File: config.mk
export PLATFORM = sky130hd
export DESIGN_NAME = tccs_front
export DESIGN_NICKNAME = d
export VERILOG_FILES = /design/src/design/tccs_pkg.sv /design/src/design/tccs_front.sv
export SDC_FILE = /design/constraint.sdc
export NUM_CORES = 1
export LEC_CHECK = 0
export ABC_AREA = 1
export CORE_MARGIN = 10
export CORE_UTILIZATION = 25
export DETAILED_ROUTE_END_ITERATION = 16
export DONT_BUFFER_PORTS = 1
export GPL_TIMING_DRIVEN = 0
export HOLD_SLACK_MARGIN = 0.12
export SLEW_MARGIN = 0
export SYNTH_ARGS = -nofsm -noshare
export SYNTH_HDL_FRONTEND = slang
export SYNTH_SLANG_ARGS = --single-unit
File: constraint.sdc
create_clock -name clk -period 2 [get_ports clk]
set_clock_uncertainty 0.15 [all_clocks]
set_input_delay 0.3 -clock clk [delete_from_list [all_inputs] [get_ports clk]]
set_output_delay 0.3 -clock clk [all_outputs]
set_load 0.05 [all_outputs]
File: src/design/tccs_pkg.sv
package tccs_pkg;

  // fixed field widths
  localparam int IDX_W  = 11;
  localparam int BYTE_W = 8;

  // control characters and reset contents
  localparam logic [BYTE_W-1:0] CH_CR      = 8'h0d;
  localparam logic [BYTE_W-1:0] CH_LF      = 8'h0a;
  localparam logic [BYTE_W-1:0] CH_BS      = 8'h08;
  localparam logic [BYTE_W-1:0] CH_SPACE   = 8'h20;
  localparam logic [BYTE_W-1:0] ATTR_RESET = 8'h07;

  // input action codes
  localparam logic ACT_PUT  = 1'b0;
  localparam logic ACT_READ = 1'b1;

  typedef enum logic [2:0] {
    CMD_READ,
    CMD_CR,
    CMD_LF,
    CMD_BS,
    CMD_CHAR
  } cmd_kind_t;

  typedef struct packed {
    cmd_kind_t         kind;
    logic [BYTE_W-1:0] char_code;
    logic [IDX_W-1:0]  cell_index;
  } cmd_t;

  // back end to front end
  typedef struct packed {
    logic take;
    logic clearing;
  } back_status_t;

  typedef enum logic [2:0] {
    ST_CLEAR,
    ST_IDLE,
    ST_READ,
    ST_COPY,
    ST_FILL
  } back_state_t;

  function automatic cmd_kind_t classify(input logic act, input logic [BYTE_W-1:0] code);
    cmd_kind_t k;
    if (act == ACT_READ) begin
      k = CMD_READ;
    end else if (code == CH_CR) begin
      k = CMD_CR;
    end else if (code == CH_LF) begin
      k = CMD_LF;
    end else if (code == CH_BS) begin
      k = CMD_BS;
    end else begin
      k = CMD_CHAR;
    end
    return k;
  endfunction

endpackage

File: src/design/tccs_front.sv
module tccs_front (
  input  logic                            clk,
  input  logic                            rst,
  input  logic                            push,
  output logic                            full,
  input  logic                            action,
  input  logic [tccs_pkg::BYTE_W-1:0]     char_code,
  input  logic [tccs_pkg::IDX_W-1:0]      cell_index,
  input  tccs_pkg::back_status_t          status,
  output tccs_pkg::cmd_t                  cmd,
  output logic                            cmd_valid
);
  import tccs_pkg::*;

  cmd_t       q [2];
  logic       wr_ptr;
  logic       rd_ptr;
  logic [1:0] count;
  logic       do_push;
  logic       do_pop;
  cmd_t       cmd_in;

  // classify the incoming item
  always_comb begin
    cmd_in.kind       = classify(action, char_code);
    cmd_in.char_code  = char_code;
    cmd_in.cell_index = cell_index;
  end

  // no items taken while the store is being cleared
  assign full      = (count == 2'd2) || status.clearing;
  assign do_push   = push && !full;
  assign cmd_valid = (count != 2'd0);
  assign do_pop    = status.take && cmd_valid;
  assign cmd       = q[rd_ptr];

  // two-entry command queue, control
  always_ff @(posedge clk) begin
    if (rst) begin
      wr_ptr <= 1'b0;
      rd_ptr <= 1'b0;
      count  <= 2'd0;
    end else begin
      if (do_push) begin
        wr_ptr <= !wr_ptr;
      end
      if (do_pop) begin
        rd_ptr <= !rd_ptr;
      end
      count <= count + {1'b0, do_push} - {1'b0, do_pop};
    end
  end

  // queue storage
  always_ff @(posedge clk) begin
    if (do_push) begin
      q[wr_ptr] <= cmd_in;
    end
  end

endmodule

==> results of run 1 <==
==> routing by layer <==
| metal | wire length (µm) | global-route usage [%] | up-vias |
|---|---|---|---|
| li1 | - | - | 507 |
| met1 | 1470 | 6.13 | 492 |
| met2 | 2020 | 11.6 | 23 |
| met3 | 350 | 3.93 | 5 |
| met4 | 34 | 2.29 | 0 |
| met5 | 0 | 0 | - |
==> where the power goes <==
part	internal (mW)	switching (mW)
Sequential	1.22	0.0412
Clock	0.366	0.338
Combinational	0.237	0.690
Total	1.82	1.07
==> state kept, by name, indices dropped and copies added (netlist names), named ones only <==
| register | cells |
|---|---|
| wr_ptr | 1 |
| rd_ptr | 1 |
| count | 2 |
| q | 44 |
==> layout make-up <==
| type | instances | area share (%) |
|---|---|---|
| Sequential cell | 49 | 58.7 |
| Multi-Input combinational cell | 62 | 18.1 |
| Timing Repair Buffer | 22 | 9.10 |
| Tap cell | 102 | 5.27 |
| Clock buffer | 7 | 4.45 |
| Inverter | 18 | 2.95 |
| Buffer | 2 | 0.931 |
| Clock inverter | 1 | 0.465 |
==> path summary, 6_finish.rpt <==
kind / from / endpoint / slack, ns / depth (start not counted)
setup / recovery: flip-flop / cmd[4] / 0.14 / 2
setup reg to reg: count[0]$_SDFF_PP0_ / count[1]$_SDFF_PP0_ / 0.17 / 10
hold / removal: action / q[0][20]$_DFFE_PP_ / 0.16 / 3
hold reg to reg: rd_ptr$_SDFFE_PP0P_ / flip-flop / 0.37 / 2
==> critical path: stages, from the launching register on <==
cell	delay, ns
dfxtp_1	0.43
buf_6	0.19
mux2_2	0.48
==> placed cells by master, fill, tap and decap left out <==
master / n
clkbuf_16: 1
dlygate4sd3_1: 22
dfxtp_1: 5
nor2_1: 14
o21a_1: 1
ha_1: 2
nand2_1: 17
mux2_2: 22
nor2_4: 1
clkbuf_8: 6
nand4_1: 1
edfxtp_1: 44
nand3_1: 2
clkinvlp_4: 1
buf_6: 2
xnor2_1: 1
inv_8: 1
inv_1: 17
o21ai_0: 1
==> timing repair <==
| action | in CTS | in global routing |
|---|---|---|
| endpoints found under the hold margin | 45 | 0 |
| hold buffers | 22 | 0 |
| endpoints found under the setup margin | 22 | 22 |
| gates resized for setup | 1 | 1 |
==> cells by family after synthesis <==
logic type                 share of synthesized area (%)
xor gates and xnor gates                           0.451
buffers and inverters                               4.64
muxes                                               12.8
AOI/OAI and AO/OA                                  0.644
adders and majority gates                           1.29
DFF                                                 73.2
and+or+nand+nor                                     7.02
==> through the flow <==
stage,cell area (µm²),setup slack [ns]
2_1_floorplan,1940,0.269
3_3_place_gp,2070,-0.216
3_5_place_dp,2070,-0.235
4_1_cts,2420,0.0488
5_1_grt,2420,0.0241
6_report,2420,0.142
==> impl_metrics.env, run 1 <==
export IMPL_synthTopCellsByCount="edfxtp_1 (44), mux2_2 (22), inv_1 (18), nand2_1 (17), nor2_1 (15)"
export IMPL_grt_pass1_wl_mm=5.75
export IMPL_place_congestion=0.680
export IMPL_layout_cells_non_filler=263
export IMPL_grt_use_total_pct=6.56
export IMPL_hold_viol_final=0
export IMPL_multiInputGateArea_um2=438
export IMPL_final_core_util_pct=31.6
export IMPL_fin_tns_setup_ns=0
export IMPL_critPathCaptureType="output port"
export IMPL_finalSetupViolations=0
export IMPL_antenna_found_initial=0
export IMPL_cp_max_fo=10
export IMPL_viasPerCell=3.90
export IMPL_syn_to_final_growth_pct=24.6
export IMPL_synthArstFlopShare_pct=0
export IMPL_syn_area_per_cell_um2=14.8
export IMPL_post_route_min_period_ns=1.86
export IMPL_overflow=0
export IMPL_first_pass_iters=4
export IMPL_yosysTopAreaCellShare_pct=68.0
export IMPL_outcome="complete, no violations"
export IMPL_vias=1027
export IMPL_num_rows=32
export IMPL_drc=0
export IMPL_post_cts_buffers=0
export IMPL_vdd_ir_drop_max_uv=323
export IMPL_fp_dieArea_mm2=0.0117
export IMPL_num_io_pins=49
export IMPL_critPathKind="flip-flop to output port"
export IMPL_yosys_area_top_type="edfxtp_1"
export IMPL_relSlewSlack_pct=54.0
export IMPL_ys_top_cells_by_area="edfxtp_1 (68%), mux2_2 (13%), dfxtp_1 (5.2%), inv_1 (3.5%), nand2_1 (3.3%)"
export IMPL_clk_pin_slew_ns=0.10
export IMPL_cts_max_level=2
export IMPL_worstSkewPairLatency_ns=0.30
export IMPL_postSynthCellCount=131
export IMPL_cts_buffers_inserted=5
export IMPL_ff_latch_area_mm2=0.00142
export IMPL_synth_flop_cell="edfxtp_1"
export IMPL_grt_pass1_vias=1096
export IMPL_drt_iter0_markers=88
export IMPL_die_h_um=108
export IMPL_ys_ff_latch=49
export IMPL_nets=187
export IMPL_yosysWarnings=0
export IMPL_synth_seq_area_share_pct=73.2
export IMPL_finalWirelength_mm=3.88
export IMPL_diodes=0
export IMPL_synth_lib_cells_used_distinct=13
export IMPL_cts_tree="built"
export IMPL_crit_arrival_ns=1.41
export IMPL_rsz0062_at_grt="no"
export IMPL_crit_required_ns=1.55
export IMPL_ant_nets=0
export IMPL_grt_max_degree=23
export IMPL_synth_most_common_cell="edfxtp_1"
export IMPL_hold_class="input port to flip-flop"
export IMPL_start_kind="flip-flop"
export IMPL_root_buffer="clkbuf_8"
export IMPL_cts_path_max_buffers=2
export IMPL_fin_hold_ws_ns=0.164
export IMPL_fin_crit_sh_pct=92.9
export IMPL_power_density_mw_per_mm2=1200
export IMPL_cts_sink_count=49
export IMPL_syn_nets=158
export IMPL_dp_cells=233
export IMPL_power_mw=2.89
export IMPL_power_leakage_nw=0.874
export IMPL_synth_enable_flop_cells=44
export IMPL_num_fill_cells=744
export IMPL_start_util_pct=25.4
export IMPL_dpl_hpwl_mm=2.65
export IMPL_core_area_mm2=0.00765
export IMPL_syn_area_mm2=0.00194
export IMPL_drive_above_1_share_pct=21.1
export IMPL_cap_violations=0
export IMPL_worst_pin_slew_ns=0.689
export IMPL_max_freq_mhz=538
export IMPL_wl_per_cell_um=14.7
export IMPL_die_w_um=108
export IMPL_port_buffers=0
export IMPL_finalMaxSlewViolations=0
(Power assumes the default switching activity.)
==> inputs of run 2 (changes only) <==
Settings changed: ABC_AREA 1 to not set, CTS_BUF_LIST set to sky130_fd_sc_hd__clkbuf_4 sky130_fd_sc_hd__clkbuf_8 sky130_fd_sc_hd__clkbuf_16.
==> impl_metrics.env, run 2 <==
export IMPL_rr_worst_depth=8
export IMPL_syn_to_final_growth_pct=29.1
export IMPL_syn_area_per_cell_um2=18.3
export IMPL_dpl_hpwl_mm=2.82
export IMPL_post_route_min_period_ns=2.05
export IMPL_synth_mux_area_share_pct=14.0
export IMPL_start_util_pct=25.8
export IMPL_clk_pin_slew_ns=0.08
export IMPL_num_rows=31
export IMPL_worstSetupPathDepth=8
export IMPL_fp_dieArea_mm2=0.0114
export IMPL_endpoint="count[1]$_SDFF_PP0_"
export IMPL_first_pass_iters=4
export IMPL_synthTopCellsByCount="edfxtp_1 (44), mux2_2 (22), nor2_1 (8), dfxtp_1 (5), or2_2 (3)"
export IMPL_relSlewSlack_pct=74.6
export IMPL_largest_reg_flops=44
export IMPL_power_leakage_nw=0.806
export IMPL_antenna_found_initial=0
export IMPL_cts_path_max_buffers=2
export IMPL_vias=948
export IMPL_setup_slack_ns=-0.0493
export IMPL_cp_top_family="simple AND/OR/NAND/NOR gates"
export IMPL_pre_cts_slack_ns=-0.109
export IMPL_final_core_util_pct=33.3
export IMPL_layout_commonest_cell="edfxtp_1"
export IMPL_place_area_mm2=0.00204
export IMPL_synth_xor_xnor_area_share_pct=0.931
export IMPL_startpoint="count[1]$_SDFF_PP0_"
export IMPL_hold_class="input port to flip-flop"
export IMPL_core_area_mm2=0.00729
export IMPL_finalSetupViolations=1
export IMPL_synth_adder_area_share_pct=1.33
export IMPL_cap_violations=0
export IMPL_yosysWarnings=0
export IMPL_port_buffers=0
export IMPL_rsz0062_at_grt="yes"
export IMPL_fin_area_mm2=0.00243
export IMPL_nets=162
export IMPL_synth_top_family_by_area="multiplexers"
export IMPL_slowest_stage="or3b_4"
export IMPL_viasPerCell=4.03
export IMPL_drc=0
export IMPL_grt_max_degree=15
export IMPL_power_density_mw_per_mm2=1280
export IMPL_synth_lib_cells_used_distinct=23
export IMPL_cts_max_level=2
export IMPL_synth_most_common_cell="edfxtp_1"
export IMPL_num_io_pins=49
export IMPL_worst_pin_slew_ns=0.381
export IMPL_finalMaxSlewViolations=0
export IMPL_syn_area_mm2=0.00188
export IMPL_largest_register="q"
export IMPL_finalWirelength_mm=3.89
export IMPL_cts_buffers_inserted=5
export IMPL_crit_arrival_ns=2.11
export IMPL_ys_ff_latch=49
export IMPL_grt_use_total_pct=6.70
export IMPL_synth_compound_area_share_pct=1.40
export IMPL_layout_common_cells="edfxtp_1 (44), dlygate4sd3_1 (21), mux2_2 (20)"
export IMPL_layout_cells_non_filler=235
export IMPL_cp_cell_sequence="nor2b_4 > or3b_4 > ha_4 > inv_1 > ha_2 > xor2_2 > and2_2 > nor3_2"
export IMPL_synthArstFlopShare_pct=0
export IMPL_slowest_delay_ns=0.43
export IMPL_yosys_area_top_type="edfxtp_1"
export IMPL_worstSkewPairLatency_ns=0.28
export IMPL_hold_viol_final=0
export IMPL_wl_per_cell_um=16.5
export IMPL_crit_buf_inv=1
export IMPL_crit_required_ns=2.06
export IMPL_ff2ff_setup_slack_ns=-0.05
export IMPL_violations="negative setup slack"
export IMPL_yosysTopAreaCellShare_pct=70.3
export IMPL_r2r_start="count[1]$_SDFF_PP0_"
export IMPL_overflow=0
export IMPL_max_freq_mhz=488
export IMPL_vdd_ir_drop_max_uv=575
export IMPL_critPathKind="flip-flop to flip-flop"
export IMPL_reg2reg_to="count[1]$_SDFF_PP0_"
export IMPL_diodes=0
export IMPL_drive_above_1_share_pct=36.8
export IMPL_die_h_um=107
export IMPL_drt_iter0_markers=10
export IMPL_grt_pass1_vias=1020
export IMPL_outcome="finished, violations left"
export IMPL_synthSimpleGateAreaFrac_pct=5.85
export IMPL_start_kind="flip-flop"
export IMPL_power_mw=3.10
export IMPL_synth_enable_flop_cells=44
export IMPL_fin_crit_sh_pct=102
export IMPL_num_fill_cells=732
export IMPL_grt_pass1_wl_mm=5.78
export IMPL_largestRegisters="q x44, count x2"
export IMPL_ant_nets=0
export IMPL_synth_seq_area_share_pct=75.6
export IMPL_ys_top_cells_by_area="edfxtp_1 (70%), mux2_2 (13%), dfxtp_1 (5.3%), nor2_1 (1.6%), ha_1 (1.3%)"
export IMPL_root_buffer="clkbuf_8"
export IMPL_die_w_um=107
export IMPL_postSynthCellCount=103
export IMPL_cts_sink_count=49
export IMPL_cp_max_fo=4
export IMPL_synth_flop_cell="edfxtp_1"
export IMPL_critPathCaptureType="flip-flop"
export IMPL_syn_nets=130
export IMPL_dp_cells=204
export IMPL_place_congestion=0.653
export IMPL_cts_tree="built"
## run 2: cell types whose count changed in the layout (fill, tap and decap cells not counted), sizes merged, moves of 2 or more
cell	before	now
nor2	15	8
or2	0	3
nor2b	0	2
nand3	2	0
buf	2	6
inv	18	2
nand2	17	1
## run 2: final cells by class
type / count / area [µm²] / area share, %
multi-input combinational: 50 / 492 / 20.3
sequential: 49 / 1420 / 58.7
tap: 99 / 124 / 5.10
buffer: 2 / 15.0 / 0.619
timing repair buffer: 25 / 255 / 10.5
clock buffer: 6 / 76.3 / 3.14
clock inverter: 2 / 33.8 / 1.39
inverter: 2 / 7.51 / 0.309
## run 2: worst min-delay path by stage
stage / to / start / cells after the start / slack (ns)
3_3_place_gp: count[0]$_SDFF_PP0_ / rst / 1 / 0.22
5_1_grt: q[0][19]$_DFFE_PP_ / char_code[2] / 2 / 0.16
6_report: q[1][20]$_DFFE_PP_ / char_code[0] / 2 / 0.18
2_1_floorplan: count[0]$_SDFF_PP0_ / rst / 1 / 0.22
3_5_place_dp: rd_ptr$_SDFFE_PP0P_ / rst / 1 / 0.23
4_1_cts: q[0][19]$_DFFE_PP_ / char_code[2] / 2 / 0.16
## run 2: layer usage
| layer | GRT usage, % | up-vias | part of all wire (%) |
|---|---|---|---|
| li1 | - | 450 | - |
| met1 | 7.29 | 454 | 41 |
| met2 | 10.7 | 42 | 50 |
| met3 | 3.83 | 2 | 8.4 |
| met4 | 2.32 | 0 | 0.57 |
| met5 | 0 | - | 0 |
## run 2: through the flow
| stage | hold WS (ns) | TNS, ns |
|---|---|---|
| after CTS | 0.164 | -2.00 |
| after detailed placement | 0.230 | -2.12 |
| after global routing | 0.156 | -0.129 |
| after floorplan | 0.222 | -14.91 |
| final | 0.179 | -0.0493 |
| after global placement | 0.223 | -33.92 |
## run 2: where the power goes
part	switching, mW	leakage [nW]	internal, mW	total [mW]
logic	0.812	0.303	0.339	1.15
clock network	0.280	0.0563	0.382	0.662
registers	0.0539	0.447	1.23	1.29
total	1.15	0.806	1.95	3.10
## run 2: worst register-to-register path, delay by kind of cell, from the launching register on
| kind | cells | cell delay, ns |
|---|---|---|
| buf+inv | 1 | 0.04 |
| xor+xnor | 1 | 0.16 |
| simple gates | 4 | 0.84 |
| fa+ha+maj | 2 | 0.47 |
| flops | 1 | 0.33 |
## run 2: cells by family after synthesis
kind of cell,count (synthesis)
compound gates,4
xor+xnor,2
fa+ha+maj,2
buf+inv,4
flops,49
mux,23
simple gates,19
## run 2: repair_timing
action                                  in CTS  in global routing
gates resized for setup                      4                  9
endpoints found under the setup margin      33                 50
buffers inserted                             2                  0
hold endpoints to repair                    47                  0
cloned                                       0                  0
pin swaps                                    1                  2
hold buffers                                21                  0
